### src/sv/slid_pkg.sv
// ----------------------------------------------------------------------------
// slid_pkg: shared types and codes of the sorted list
// Status codes, request codes and the command and status words that pass
// between the controller and the datapath.
// ----------------------------------------------------------------------------
package slid_pkg;

	// request codes
	localparam logic REQ_INSERT = 1'b0;
	localparam logic REQ_DELETE = 1'b1;

	// status codes of a result word
	localparam logic [1:0] ST_INSERTED = 2'd0;
	localparam logic [1:0] ST_REMOVED  = 2'd1;
	localparam logic [1:0] ST_MISS     = 2'd2;
	localparam logic [1:0] ST_FULL     = 2'd3;

	// controller to datapath
	typedef struct packed {
		logic       load;          // latch request word
		logic       idx_top;       // index to last occupied entry
		logic       idx_zero;      // index to entry 0
		logic       idx_dec;
		logic       idx_inc;
		logic       rd_top;        // read last occupied entry instead of index
		logic       wr_up_data;    // entry[idx+1] <= read data
		logic       wr_up_val;     // entry[idx+1] <= request value
		logic       wr_at_val;     // entry[idx] <= request value
		logic       wr_down_data;  // entry[idx-1] <= read data
		logic       set_found;
		logic       cnt_inc;
		logic       cnt_dec;
		logic       stat_en;
		logic [1:0] stat_code;
		logic       cap_min;
		logic       cap_max;
		logic       clr_minmax;
	} slid_cmd_t;

	// datapath to controller
	typedef struct packed {
		logic is_delete;
		logic empty;
		logic full;
		logic out_range;  // value below min or above max
		logic ge;         // read data >= value
		logic eq;         // read data == value
		logic found;
		logic at_last;    // index on last occupied entry
		logic at_zero;    // index on entry 0
	} slid_sts_t;

endpackage

### src/sv/slid_datapath.sv
// ----------------------------------------------------------------------------
// slid_datapath: storage and arithmetic of the sorted list
// Holds the value memory, the entry count, the running index, the cached
// minimum and maximum and the status of the current word.
// ----------------------------------------------------------------------------
module slid_datapath
	import slid_pkg::*;
#(
	parameter int DEPTH = 16
) (
	input  logic               clk,
	input  logic               arst_n,
	input  slid_cmd_t          cmd,
	output slid_sts_t          sts,
	input  logic               req_type,
	input  logic signed [31:0] value,
	output logic [1:0]         status,
	output logic [4:0]         count,
	output logic signed [31:0] min_value,
	output logic signed [31:0] max_value
);

	localparam int AW = (DEPTH > 1) ? $clog2(DEPTH) : 1;
	localparam int CW = $clog2(DEPTH + 1);

	logic signed [31:0] mem [DEPTH];
	logic signed [31:0] rdata_q;
	logic signed [31:0] val_q;
	logic               del_q;
	logic [CW-1:0]      count_q;
	logic [AW-1:0]      idx_q;
	logic               found_q;
	logic [1:0]         status_q;
	logic signed [31:0] min_q;
	logic signed [31:0] max_q;

	logic [AW-1:0]      top;
	logic [AW-1:0]      rd_addr;
	logic [AW-1:0]      wr_addr;
	logic signed [31:0] wr_data;
	logic               wr_en;

	assign top     = AW'(count_q - CW'(1));
	assign rd_addr = cmd.rd_top ? top : idx_q;

	// write port select
	always_comb begin
		wr_en   = cmd.wr_up_data | cmd.wr_up_val | cmd.wr_at_val | cmd.wr_down_data;
		wr_data = (cmd.wr_up_data | cmd.wr_down_data) ? rdata_q : val_q;
		if (cmd.wr_up_data || cmd.wr_up_val) begin
			wr_addr = idx_q + AW'(1);
		end else if (cmd.wr_down_data) begin
			wr_addr = idx_q - AW'(1);
		end else begin
			wr_addr = idx_q;
		end
	end

	// value memory, registered read
	always_ff @(posedge clk) begin
		if (wr_en) begin
			mem[wr_addr] <= wr_data;
		end
		rdata_q <= mem[rd_addr];
	end

	// request word
	always_ff @(posedge clk) begin
		if (cmd.load) begin
			val_q <= value;
			del_q <= req_type;
		end
	end

	// control registers
	always_ff @(posedge clk or negedge arst_n) begin
		if (!arst_n) begin
			count_q  <= '0;
			idx_q    <= '0;
			found_q  <= 1'b0;
			status_q <= ST_MISS;
			min_q    <= '0;
			max_q    <= '0;
		end else begin
			// entry count
			if (cmd.cnt_inc) begin
				count_q <= count_q + CW'(1);
			end else if (cmd.cnt_dec) begin
				count_q <= count_q - CW'(1);
			end
			// running index
			if (cmd.idx_top) begin
				idx_q <= top;
			end else if (cmd.idx_zero) begin
				idx_q <= '0;
			end else if (cmd.idx_dec) begin
				idx_q <= idx_q - AW'(1);
			end else if (cmd.idx_inc) begin
				idx_q <= idx_q + AW'(1);
			end
			// match seen during delete scan
			if (cmd.load) begin
				found_q <= 1'b0;
			end else if (cmd.set_found) begin
				found_q <= 1'b1;
			end
			if (cmd.stat_en) begin
				status_q <= cmd.stat_code;
			end
			// cached extremes
			if (cmd.clr_minmax) begin
				min_q <= '0;
				max_q <= '0;
			end else begin
				if (cmd.cap_min) begin
					min_q <= rdata_q;
				end
				if (cmd.cap_max) begin
					max_q <= rdata_q;
				end
			end
		end
	end

	// status toward the controller
	always_comb begin
		sts.is_delete = (del_q == REQ_DELETE);
		sts.empty     = (count_q == '0);
		sts.full      = (count_q == CW'(DEPTH));
		sts.out_range = (val_q < min_q) || (val_q > max_q);
		sts.ge        = (rdata_q >= val_q);
		sts.eq        = (rdata_q == val_q);
		sts.found     = found_q;
		sts.at_last   = (idx_q == top);
		sts.at_zero   = (idx_q == '0);
	end

	assign status    = status_q;
	assign count     = 5'(count_q);
	assign min_value = min_q;
	assign max_value = max_q;

endmodule

### src/sv/slid_ctrl.sv
// ----------------------------------------------------------------------------
// slid_ctrl: sequencer of the sorted list
// Walks the memory one entry per read/check pair: downward for an insert,
// shifting larger or equal entries up, upward for a delete, closing the gap
// behind the match, then reads both ends for min and max, or clears both if empty.
// ----------------------------------------------------------------------------
module slid_ctrl
	import slid_pkg::*;
(
	input  logic      clk,
	input  logic      arst_n,
	input  logic      start,
	output logic      busy,
	output logic      done,
	output slid_cmd_t cmd,
	input  slid_sts_t sts
);

	localparam logic [3:0] S_IDLE    = 4'd0;
	localparam logic [3:0] S_DECIDE  = 4'd1;
	localparam logic [3:0] S_INS_RD  = 4'd2;
	localparam logic [3:0] S_INS_CHK = 4'd3;
	localparam logic [3:0] S_INS_PUT = 4'd4;
	localparam logic [3:0] S_DEL_RD  = 4'd5;
	localparam logic [3:0] S_DEL_CHK = 4'd6;
	localparam logic [3:0] S_MIN_RD  = 4'd7;
	localparam logic [3:0] S_MAX_RD  = 4'd8;
	localparam logic [3:0] S_MAX_CAP = 4'd9;
	localparam logic [3:0] S_DONE    = 4'd10;

	logic [3:0] state_q;
	logic [3:0] state_d;

	// state register
	always_ff @(posedge clk or negedge arst_n) begin
		if (!arst_n) begin
			state_q <= S_IDLE;
		end else begin
			state_q <= state_d;
		end
	end

	// next state and commands
	always_comb begin
		state_d = state_q;
		cmd     = '0;
		unique case (state_q)
			S_IDLE: begin
				if (start) begin
					cmd.load = 1'b1;
					state_d  = S_DECIDE;
				end
			end
			S_DECIDE: begin
				if (!sts.is_delete) begin
					if (sts.full) begin
						cmd.stat_en   = 1'b1;
						cmd.stat_code = ST_FULL;
						state_d       = S_DONE;
					end else if (sts.empty) begin
						cmd.idx_zero = 1'b1;
						state_d      = S_INS_PUT;
					end else begin
						cmd.idx_top = 1'b1;
						state_d     = S_INS_RD;
					end
				end else if (sts.empty || sts.out_range) begin
					cmd.stat_en   = 1'b1;
					cmd.stat_code = ST_MISS;
					state_d       = S_DONE;
				end else begin
					cmd.idx_zero = 1'b1;
					state_d      = S_DEL_RD;
				end
			end
			S_INS_RD: begin
				state_d = S_INS_CHK;
			end
			S_INS_CHK: begin
				// shift larger or equal entries up, drop the value above the first smaller one
				if (sts.ge) begin
					cmd.wr_up_data = 1'b1;
					if (sts.at_zero) begin
						state_d = S_INS_PUT;
					end else begin
						cmd.idx_dec = 1'b1;
						state_d     = S_INS_RD;
					end
				end else begin
					cmd.wr_up_val = 1'b1;
					cmd.cnt_inc   = 1'b1;
					cmd.stat_en   = 1'b1;
					cmd.stat_code = ST_INSERTED;
					cmd.idx_zero  = 1'b1;
					state_d       = S_MIN_RD;
				end
			end
			S_INS_PUT: begin
				cmd.wr_at_val = 1'b1;
				cmd.cnt_inc   = 1'b1;
				cmd.stat_en   = 1'b1;
				cmd.stat_code = ST_INSERTED;
				cmd.idx_zero  = 1'b1;
				state_d       = S_MIN_RD;
			end
			S_DEL_RD: begin
				state_d = S_DEL_CHK;
			end
			S_DEL_CHK: begin
				// after the first match every entry moves down one place
				if (sts.found) begin
					cmd.wr_down_data = 1'b1;
				end else if (sts.eq) begin
					cmd.set_found = 1'b1;
				end
				if (sts.at_last) begin
					cmd.stat_en  = 1'b1;
					cmd.idx_zero = 1'b1;
					if (sts.found || sts.eq) begin
						cmd.cnt_dec   = 1'b1;
						cmd.stat_code = ST_REMOVED;
					end else begin
						cmd.stat_code = ST_MISS;
					end
					state_d = S_MIN_RD;
				end else begin
					cmd.idx_inc = 1'b1;
					state_d     = S_DEL_RD;
				end
			end
			S_MIN_RD: begin
				if (sts.empty) begin
					cmd.clr_minmax = 1'b1;
					state_d        = S_DONE;
				end else begin
					state_d = S_MAX_RD;
				end
			end
			S_MAX_RD: begin
				cmd.rd_top  = 1'b1;
				cmd.cap_min = 1'b1;
				state_d     = S_MAX_CAP;
			end
			S_MAX_CAP: begin
				cmd.cap_max = 1'b1;
				state_d     = S_DONE;
			end
			S_DONE: begin
				state_d = S_IDLE;
			end
			default: begin
				state_d = S_IDLE;
			end
		endcase
	end

	assign busy = (state_q != S_IDLE);
	assign done = (state_q == S_DONE);

endmodule

### src/sv/sorted_list_insert_delete.sv
// ----------------------------------------------------------------------------
// sorted_list_insert_delete: bounded ascending table of signed values
// Top level joining the sequencer and the datapath.
// ----------------------------------------------------------------------------
// A word is taken when start is high while busy is low; busy then stays high
// until the result, shown for the single cycle in which done is high, and
// the receiver cannot stall it. A word that is not dropped walks the value
// memory one entry per read/check step through its single read port: an
// insert scans down from the last entry, a delete scans the whole occupied
// range, then both ends are read back for min and max, or both are cleared
// when the table is empty. A word is dropped, with no walk, when it inserts
// into a full table or deletes from an empty one or outside min and max;
// done comes in the cycle before the next word can be taken.
module sorted_list_insert_delete
	import slid_pkg::*;
#(
	parameter int DEPTH = 16
) (
	input  logic               clk,
	input  logic               arst_n,
	input  logic               start,
	output logic               busy,
	input  logic               req_type,
	input  logic signed [31:0] value,
	output logic               done,
	output logic [1:0]         status,
	output logic [4:0]         count,
	output logic signed [31:0] min_value,
	output logic signed [31:0] max_value
);

	slid_cmd_t cmd;
	slid_sts_t sts;

	// sequencer
	slid_ctrl u_ctrl (
		.clk    (clk),
		.arst_n (arst_n),
		.start  (start),
		.busy   (busy),
		.done   (done),
		.cmd    (cmd),
		.sts    (sts)
	);

	// storage and compare
	slid_datapath #(
		.DEPTH (DEPTH)
	) u_dp (
		.clk       (clk),
		.arst_n    (arst_n),
		.cmd       (cmd),
		.sts       (sts),
		.req_type  (req_type),
		.value     (value),
		.status    (status),
		.count     (count),
		.min_value (min_value),
		.max_value (max_value)
	);

endmodule

### config.mk
export PLATFORM = sky130hd
export DESIGN_NAME = sorted_list_insert_delete
export DESIGN_NICKNAME = d
export VERILOG_FILES = /design/src/sv/slid_pkg.sv /design/src/sv/slid_datapath.sv /design/src/sv/slid_ctrl.sv /design/src/sv/sorted_list_insert_delete.sv
export SDC_FILE = /design/constraint.sdc
export NUM_CORES = 1
export LEC_CHECK = 0
export ABC_CLOCK_PERIOD_IN_PS = 4400
export BUFFER_PORTS_ARGS = -buffer_cell sky130_fd_sc_hd__buf_2
export CORE_MARGIN = 3
export CORE_UTILIZATION = 50
export CTS_BUF_LIST = sky130_fd_sc_hd__clkbuf_4
export CTS_CLUSTER_DIAMETER = 60
export DETAILED_ROUTE_END_ITERATION = 10
export GPL_TIMING_DRIVEN = 0
export PLACE_DENSITY_LB_ADDON = 0.08
export SYNTH_ARGS = -nofsm -noshare
export SYNTH_HDL_FRONTEND = slang
export SYNTH_SLANG_ARGS = --single-unit
### constraint.sdc
create_clock -name clk -period 4.4 [get_ports clk]
set_input_delay 0.22 -clock clk [delete_from_list [all_inputs] [get_ports clk]]
set_output_delay 0.22 -clock clk [all_outputs]
set_load 0.05 [all_outputs]
== Yosys cells after proc, flatten, opt, wreduce, memory -nomap -nowiden ==
Memory sizes are Yosys's and may differ from the RTL's. A register that Yosys moved wholly into a read port is not among the register bits.
Index checks and enable logic that the tools add are counted.

* Add/sub/neg operators: 4
* Magnitude comparators: 3
* Equal/unequal tests: 14
* Muxes and demuxes: 65
* Bitwise operators: 4
* Reduce and logical (&&, ||, !) cells: 13

{| class="wikitable"
|+ Operators by type and width
! operator !! number
|-
| two-way mux 32 bit || 5
|-
| two-way mux 4 bit || 13
|-
| one-hot mux 4 bit (10 select lines) || 1
|-
| == test 32 bit || 1
|-
| greater-or-equal comparator 32 bit || 1
|-
| > comparator 32 bit || 1
|-
| < comparator 32 bit || 1
|-
| two-way mux 1 bit || 29
|-
| two-way mux 3 bit || 6
|-
| == test 4 x 3 -> 1 bit, second input constant || 4
|-
| == test 4 bit, second input constant || 3
|-
| two-way mux 2 bit || 6
|-
| one-hot mux 3 bit (4 select lines) || 1
|-
| two-way mux 5 bit || 2
|-
| == test 4 x 2 -> 1 bit, second input constant || 2
|-
| zero test 4 bit || 2
|-
| nonzero test 2 bit || 4
|-
| nonzero test 4 bit || 2
|-
| adder 5 x 1 -> 5 bit, second input constant || 1
|-
| == test 5 bit, second input constant || 1
|-
| zero test 5 bit || 1
|-
| subtractor 5 x 1 -> 5 bit, second input constant || 1
|-
| adder 4 x 1 -> 4 bit, second input constant || 1
|-
| == test 4 x 1 -> 1 bit, second input constant || 1
|-
| other kinds (7) || 13
|}

* Register bits: 113
* Bits in writable memories: 512
* Output and inout bits: 73
* Logic and storage cells: 113
* Memories kept: 1

{| class="wikitable"
|+ Memory list
! name !! words !! width !! read ports !! clocked after memory_dff !! write ports !! line !! RTL
|-
| u_dp.mem || 16 || 32 || 1 || 1 || 1 || slid_datapath.sv:26 || <nowiki>logic signed [31:0] mem [DEPTH];</nowiki>
|}

== Longest topological paths before layout ==
Gate-level depths: netlist of run 1.

* Depth after elaboration: 8
* Gate-level depth with buffers: 11
* Mapped depth without buffers: 10

== Cells and area by module ==
Synthesis of run 1 repeated with hierarchy kept, for this count alone.

* Cell total of the unflattened synthesis: 1678
* Area total of the unflattened synthesis: 28028.1 um^2

{| class="wikitable"
|+ Modules (own cells, without submodules)
! module !! times used !! cells an instance !! area an instance (um^2) !! sequential area each (um^2)
|-
| slid_datapath || 1 || 1601 || 27477.6 || 18909.4
|-
| slid_ctrl || 1 || 77 || 550.5 || 100.1
|}

== Worst setup path before layout of run 1 ==
Ideal clock, no wire load.

* Path type: register -> register
* From: register u_ctrl.state_q[3]
* To: memory u_dp.mem[1][0] (enable)
* Library setup time: 0.421 ns
* Arrival time: 3.054 ns
* Required time: 3.979 ns
* Setup slack: 0.925 ns
* Stages on the path, launching flop included: 10
* Path buffers: 1
* Clock period less this slack: 3.475 ns
* Cell sequence: dfrtp_1 > clkbuf_1 > nand2b_1 > nor2_1 > and2_1 > nand2_1 > o21ai_0 > nor2_1 > or2_2 > nor2_1

* Cells in the longest elaborated chain, start to end: 7

{| class="wikitable"
|+ RTL lines
! element !! line !! RTL
|-
| from (decl) || slid_ctrl.sv:31 || <nowiki>logic [3:0] state_q;</nowiki>
|-
| from (signal assigned) || slid_ctrl.sv:39 || <nowiki>state_q <= state_d;</nowiki>
|-
| == test 4 x 2 -> 1 bit || slid_ctrl.sv:47 || <nowiki>unique case (state_q)</nowiki>
|-
| two-way mux 2 bit || slid_ctrl.sv:47 ||
|-
| bitwise OR 1 bit (3 in series) || slid_datapath.sv:48 || <nowiki>wr_en = cmd.wr_up_data | cmd.wr_up_val | cmd.wr_at_val | cmd.wr_down_data;</nowiki>
|-
| two-way mux 1 bit || slid_datapath.sv:61 || <nowiki>if (wr_en) begin</nowiki>
|-
| two-way mux 1 bit (implied by the code) || slid_datapath.sv:62 || <nowiki>mem[wr_addr] <= wr_data;</nowiki>
|-
| to (decl) || slid_datapath.sv:26 ||
|}

Several ways; a longest one is shown, not always the timed one.

== Worst setup path after layout of run 1 ==
* From: register u_dp.val_q[0]
* To: memory u_dp.mem[3][31] (data pin)

* Cells in the longest elaborated chain, start to end: 5

{| class="wikitable"
|+ RTL lines
! element !! line !! RTL
|-
| from (decl) || slid_datapath.sv:28 || <nowiki>logic signed [31:0] val_q;</nowiki>
|-
| from (signal assigned) || slid_datapath.sv:70 || <nowiki>val_q <= value;</nowiki>
|-
| greater-or-equal comparator 32 bit || slid_datapath.sv:131 || <nowiki>sts.ge = (rdata_q >= val_q);</nowiki>
|-
| two-way mux 1 bit || slid_ctrl.sv:81 || <nowiki>if (sts.ge) begin</nowiki>
|-
| two-way mux 2 bit || slid_ctrl.sv:47 ||
|-
| bitwise OR 1 bit || slid_datapath.sv:49 || <nowiki>wr_data = (cmd.wr_up_data | cmd.wr_down_data) ? rdata_q : val_q;</nowiki>
|-
| two-way mux 32 bit || slid_datapath.sv:49 ||
|-
| via u_dp.wr_data[31] || slid_datapath.sv:40 || <nowiki>logic signed [31:0] wr_data;</nowiki>
|}

The timed path passes the listed nets, and every way through them passes these cells.

==> flow_summary_export.csv, run 1 <==
group,metric,value,unit
layout,seqCellArea,19010,µm²
global_route,grt_max_degree,63,
placed_design,io_buffers,108,
logic_synthesis,ys_types,70,
worst_setup_path,crit_required,5.16,ns
sta,rsz0062_at_grt,"no",
worst_setup_path,end_kind,"register",
sta,finalCritPeriodShare,93.97,%
worst_setup_path,reg2reg_slack,0.27,ns
detailed_routing,detail-route-antenna-nets,0,
worst_setup_path,r2r_end,"u_dp.mem[3][31]$_DFFE_PP_",
power_and_ir_drop,finalPower,25.24,mW
placed_design,place_congestion,0.8575,
cts,h-tree-depth,4,
die,io_pins,109,
power_and_ir_drop,power_density,773.4,nW/µm²
run,max-cap-violations,0,
sta,tightest_slew,1.244,ns
layout,fin_cells,2856,
die,rows,85,
global_route,grt_pass1_wl,107000,µm
worst_setup_path,endpoint,"u_dp.mem[3][31]$_DFFE_PP_",
layout,syn_to_final_growth,18.32,%
worst_setup_path,crit_type,"reg2reg",
hold_path,hp-class,"in2reg",
layout,fin_area,32640,µm²
placed_design,place_inst,2480,
logic_synthesis,syn_nets,1768,
sta,fin_tns_setup,0,ns
logic_synthesis,synth_warnings,0,
sta,fmax,0.2419,GHz
placed_design,dp.final_hpwl,48650,µm
layout,final_core_utilization,60.17,%
worst_setup_path,cp-startpoint,"u_dp.val_q[0]$_DFFE_PP_",
logic_synthesis,synth-edff-count,545,
layout,fill_cells,4173,
logic_synthesis,synthCells,1633,
sta,slew_viol_final,0,
cts,cts_root_buf,"clkbuf_4",
status,outcome,"completed",
cts,cts_buffer_depth,3,
die,start_util,50.86,%
die,die_w,240.9,µm
cts,cts_tree,"done",
worst_setup_path,cp.arrival,4.89,ns
detailed_routing,via_count,16620,
global_route,grt_antenna_before_repair,2,
global_route,grt_pass1_vias,17120,
detailed_routing,vias_per_cell,5.818,
power_and_ir_drop,p_leak,12.09,nW
cts,cts.sinks,657,
power_and_ir_drop,peakVddDrop,0.4401,mV
worst_setup_path,r2r_start,"u_dp.val_q[0]$_DFFE_PP_",
sta,hold_viol_final,0,
global_route,grt_remaining_overflow,0,
detailed_routing,drt-initial-drc-count,1511,
sta,setup_viol,0,
detailed_routing,wl_per_cell,25.58,µm
logic_synthesis,synthFlopType,"edfxtp_1",
die,dieArea,58020,µm²
cts,cts_buffers,172,
detailed_routing,wl,73070,µm
logic_synthesis,syn_area,27580,µm²
layout,multi_input_area,7980,µm²
layout,drive_gt1_share,28.96,%
cts,post_cts_buffers,0,
logic_synthesis,syn_avg_cell_area,16.89,µm²
die,die_h,240.9,µm
detailed_routing,drc,0,
logic_synthesis,seq_area_frac_synth,68.91,%
sta,finalCriticalPeriod,4.135,ns
logic_synthesis,synth-seq-cells,657,
sta,slew_headroom,16.49,%
sta,skew,0.06901,ns
worst_setup_path,start_kind,"register",
die,coreArea,54240,µm²
logic_synthesis,synthArstFlopShare,12.18,%
cts,clk_pin_slew,0.07,ns
worst_setup_path,critPathMaxFanout,10,
placed_design,dpl-instance-area,29700,µm²
cts,clock_latency,0.96,ns
detailed_routing,dr.pass1.iters,5,
layout,final_net_count,2162,
global_route,grt_usage,25.80,%
worst_setup_path,rr_worst_depth,10,
-- synthesized netlist by cell type (all sizes together) (3+ instances only) --
cell type	instances	share of area, %
a21boi	5	0.14
nor3	13	0.25
dfxtp	32	2.3
a21oi	73	1.3
a211o	4	0.13
o22ai	3	0.068
o21ai	51	0.98
nor2	43	0.59
o31a	3	0.095
a31oi	6	0.19
xor2	6	0.19
o31ai	4	0.13
edfxtp	545	59
o21a	7	0.19
dfrtp	79	7.2
nor3b	3	0.082
nor2b	38	0.86
nand4	15	0.34
a2bb2oi	3	0.095
inv	104	1.4
and3	5	0.11
xnor2	8	0.25
nor4	3	0.068
buf	34	0.77
nand2b	12	0.30
nand2	68	0.93
and4	5	0.16
a21o	10	0.27
ha	99	4.5
a211oi	41	1.1
mux4	128	10
mux2i	36	1.3
a22o	64	2.0
a22oi	5	0.14
clkbuf	39	0.53
nand3	11	0.20
and2	3	0.068
-- layout make-up --
cell class	count	area share (%)
clock inverters	49	0.8894
multi-input cells	799	24.45
plain buffers	73	1.100
diodes	2	0.01533
flip-flops and latches	657	58.24
clock buffers	256	5.888
inverters	104	1.196
well taps	696	2.668
repair buffers	220	5.547
-- stage by stage --
step	setup slack, ns	hold WS [ns]
floorplan	0.9252	-0.07559
global placement	-1.277	0.3974
detailed placement	-0.2860	0.1190
CTS	0.02360	0.01939
global route	0.07304	0.1425
finish	0.2652	0.1470
-- worst max-delay path, stage by stage, from the launching register on --
cell      delay [ns]
edfxtp_1        0.48
ha_1            0.35
nand2b_4        0.14
a2111o_1        0.40
a311o_1         0.27
o31a_1          0.31
nor2_1          0.47
o21ai_4         0.21
buf_1           0.32
o21ai_1         0.69
buf_4           0.28
-- timing repair --
action / in CTS / in global routing
pin swaps: 0 / 0
endpoints found under the hold margin: 115 / 0
setup endpoints to repair: 64 / 121
hold buffers: 69 / 0
gates resized for setup: 4 / 10
-- worst min-delay path by stage --
stage,startpoint,to,slack [ns],cells after the start
floorplan,arst_n,u_ctrl.state_q[0]$_DFFE_PN0P_,-0.08,0
global placement,value[5],u_dp.val_q[5]$_DFFE_PP_,0.40,1
detailed placement,arst_n,u_dp.count[2]$_DFFE_PN0P_,0.12,1
CTS,start,u_ctrl.state_q[0]$_DFFE_PN0P_,0.02,4
global route,start,u_ctrl.state_q[0]$_DFFE_PN0P_,0.14,4
finish,start,u_ctrl.state_q[0]$_DFFE_PN0P_,0.15,4
-- registers in the layout, summed over array words and instances, names as in the netlist, 2 cells and up --
| register | cells |
|---|---|
| u_ctrl.state_q | 4 |
| u_dp.count | 5 |
| u_dp.idx_q | 4 |
| u_dp.max_value | 32 |
| u_dp.mem | 512 |
| u_dp.min_value | 32 |
| u_dp.rdata_q | 32 |
| u_dp.status | 2 |
| u_dp.val_q | 32 |
-- placed cells by master (no fill, tap or decap), drive strengths merged, types with 43 or more instances in the layout --
cell type and instances:
buf 186, a22o 64, o21ai 51, inv 108, dfrtp 79, nand2 68
nor2 43, ha 99, clkbuf 294, mux4 128, a21oi 73, dlygate4sd3 69
edfxtp 545
-- where the power goes --
| part | leakage [nW] | switching, mW | total (mW) | internal, mW |
|---|---|---|---|---|
| logic | 4.54 | 6.41 | 10.2 | 3.80 |
| registers | 6.22 | 0.888 | 9.75 | 8.86 |
| clock network | 1.32 | 2.45 | 5.28 | 2.83 |
-- layer usage --
layer / wire, µm / vias to the layer above / global-route usage, %
met5: 0 / - / 0
met4: 2030 / 0 / 10.37
met3: 5705 / 119 / 6.651
met2: 34730 / 710 / 40.51
met1: 30600 / 8416 / 34.85
li1: - / 7371 / -
-- cells by family (layout without fill, tap and decap cells) --
group | Yosys count | in the layout | synth area share (%)
buffers and inverters | 177 | 702 | 2.717
muxes | 166 | 166 | 11.87
other | 0 | 2 | 0
adders and majority gates | 99 | 99 | 4.491
and+or+nand+nor | 223 | 223 | 4.055
xor gates and xnor gates | 14 | 14 | 0.4445
AOI/OAI and AO/OA | 297 | 297 | 7.512
DFF | 657 | 657 | 68.92
No activity file was read; power rests on OpenSTA's default activity.
==> run 2, diff against run 1 <==
--- a/config.mk
+++ b/config.mk
@@ -14,6 +14,7 @@
 export DETAILED_ROUTE_END_ITERATION = 10
 export GPL_TIMING_DRIVEN = 0
 export PLACE_DENSITY_LB_ADDON = 0.08
+export REMOVE_ABC_BUFFERS = 1
 export SYNTH_ARGS = -nofsm -noshare
 export SYNTH_HDL_FRONTEND = slang
 export SYNTH_SLANG_ARGS = --single-unit
==> flow_summary_export.csv, run 2 (synthesized netlist as in run 1, its figures left out) <==
group,metric,value,unit
detailed_routing,via_count,16150,
global_route,grt_usage,25.00,%
sta,slew_viol_final,3,
layout,multi_input_area,8107,µm²
die,die_h,240.9,µm
sta,fmax,0.2327,GHz
worst_setup_path,crit_type,"reg2reg",
die,start_util,50.86,%
die,coreArea,54240,µm²
worst_setup_path,crit_buf_inv,1,
worst_setup_path,crit_required,5.02,ns
status,violations,"capacitance limit, slew limit",
power_and_ir_drop,power_density,767.8,nW/µm²
placed_design,place_congestion,0.8243,
layout,most-common-layout-cells,"edfxtp_1, clkbuf_4, mux4_2, buf_2, inv_1",
power_and_ir_drop,p_leak,12.22,nW
detailed_routing,wl,70320,µm
sta,finalCriticalPeriod,4.297,ns
sta,slew_headroom,-1.274,%
sta,rsz0062_at_grt,"yes",
detailed_routing,drt-initial-drc-count,1322,
cts,h-tree-depth,4,
sta,finalCritPeriodShare,97.66,%
global_route,grt_pass1_vias,16600,
worst_setup_path,r2r_start,"u_dp.val_q[29]$_DFFE_PP_",
worst_setup_path,critPathSlowestCell,"o21ai_1",
worst_setup_path,cp.arrival,4.92,ns
worst_setup_path,endpoint,"u_dp.mem[3][31]$_DFFE_PP_",
worst_setup_path,rr_worst_depth,9,
cts,cts.sinks,657,
detailed_routing,wl_per_cell,25.12,µm
cts,cts_tree,"done",
sta,fin_tns_setup,0,ns
global_route,grt_antenna_before_repair,3,
cts,cts_root_buf,"clkbuf_4",
worst_setup_path,critPathMaxFanout,16,
sta,fin_ws,0.1031,ns
sta,tightest_slew,1.505,ns
cts,cts_buffers,169,
layout,fin_area,33080,µm²
sta,skew,0.05162,ns
die,die_w,240.9,µm
worst_setup_path,cpPeakStageDelay,0.86,ns
cts,clk_pin_slew,0.07,ns
hold_path,hp-class,"in2reg",
layout,final_net_count,2102,
detailed_routing,dr.pass1.iters,7,
die,io_pins,109,
power_and_ir_drop,peakVddDrop,0.3774,mV
cts,clock_latency,0.99,ns
layout,seqCellArea,19010,µm²
placed_design,dpl-instance-area,29920,µm²
global_route,grt_pass1_wl,104300,µm
detailed_routing,vias_per_cell,5.770,
worst_setup_path,start_kind,"register",
layout,drive_gt1_share,30.13,%
placed_design,pre_cts_ws,-0.2668,ns
layout,largest_reg_flops,512,
worst_setup_path,path_depth,9,
layout,fill_cells,4093,
detailed_routing,drc,0,
layout,syn_to_final_growth,19.91,%
worst_setup_path,end_kind,"register",
detailed_routing,detail-route-antenna-nets,0,
die,dieArea,58020,µm²
global_route,grt_remaining_overflow,0,
worst_setup_path,crit_chain,"inv_1 -> ha_1 -> and4_1 -> nand4_1 -> a211oi_1 -> a31oi_4 -> nor2_1 -> o21ai_4 -> o21ai_1",
worst_setup_path,reg2reg_slack,0.10,ns
worst_setup_path,r2r_end,"u_dp.mem[3][31]$_DFFE_PP_",
status,outcome,"complete, but fails checks",
layout,final_common_cell,"edfxtp_1",
die,rows,85,
run,max-cap-violations,1,
worst_setup_path,cp-startpoint,"u_dp.val_q[29]$_DFFE_PP_",
worst_setup_path,worst_path_dominant_cell_family,"compound AO/OA/AOI/OAI gates",
sta,setup_viol,0,
sta,hold_viol_final,0,
cts,cts_buffer_depth,3,
global_route,grt_max_degree,47,
placed_design,io_buffers,108,
layout,top_register,"u_dp.mem",
placed_design,dp.final_hpwl,44050,µm
==> run 2: layout make-up <==
| class | instances | area share (%) |
|---|---|---|
| timing repair buffer | 235 | 7.278 |
| inverter | 104 | 1.180 |
| tap | 696 | 2.633 |
| sequential | 657 | 57.47 |
| clock buffer | 266 | 6.037 |
| multi-input combinational | 800 | 24.51 |
| clock inverter | 39 | 0.8776 |
| antenna | 2 | 0.01513 |
==> run 2: what timing repair did <==
| action | in CTS | in global routing |
|---|---|---|
| pin swaps | 0 | 2 |
| resized for setup | 22 | 15 |
| endpoints found under the setup margin | 272 | 453 |
| gates cloned | 0 | 1 |
| hold endpoints to repair | 148 | 0 |
| buffers inserted | 0 | 7 |
| hold buffers | 70 | 0 |
==> run 2: power by group <==
part	internal [mW]	total (mW)	switching (mW)
Combinational	4.09	10.2	6.10
Clock	3.03	5.46	2.44
Sequential	8.87	9.74	0.869
Total	16.0	25.4	9.41
==> run 2: layer usage <==
layer	track usage (%)	vias to the layer above	wire length, µm
met5	0	-	13
met1	34.53	8310	30340
met4	10.30	2	1981
met3	5.976	101	4264
met2	38.68	479	33720
li1	-	7257	-
==> run 2: worst register-to-register path, stage by stage, from the launching register on <==
cell and delay (ns):
edfxtp_1 0.45, inv_1 0.12, ha_1 0.36, and4_1 0.27, nand4_1 0.20, a211oi_1 0.45
a31oi_4 0.10, nor2_1 0.75, o21ai_4 0.37, o21ai_1 0.86
==> run 2: worst min path at each step <==
stage          startpoint  cells after the start                            end  slack (ns)
2_1_floorplan      arst_n                      0  u_ctrl.state_q[0]$_DFFE_PN0P_       -0.08
3_3_place_gp    value[31]                      1       u_dp.val_q[31]$_DFFE_PP_        0.40
3_5_place_dp       arst_n                      1  u_dp.min_value[7]$_DFFE_PN0P_        0.30
4_1_cts             start                      4  u_ctrl.state_q[0]$_DFFE_PN0P_        0.11
5_1_grt             start                      4  u_ctrl.state_q[0]$_DFFE_PN0P_        0.19
6_report            start                      4  u_ctrl.state_q[0]$_DFFE_PN0P_        0.23
==> run 2: per-stage QoR <==
stage | total power [mW] | utilization (%) | instances | hold slack [ns]
detailed placement | 19.93 | 55.16 | 2414 | 0.2969
CTS | 25.51 | 60.73 | 2789 | 0.1073
floorplan | 15.85 | - | 1560 | -0.07559
finish | 25.40 | 60.98 | 2799 | 0.2279
global placement | 17.76 | 52.80 | 2364 | 0.3964
global route | 26.87 | 60.98 | 2799 | 0.1888
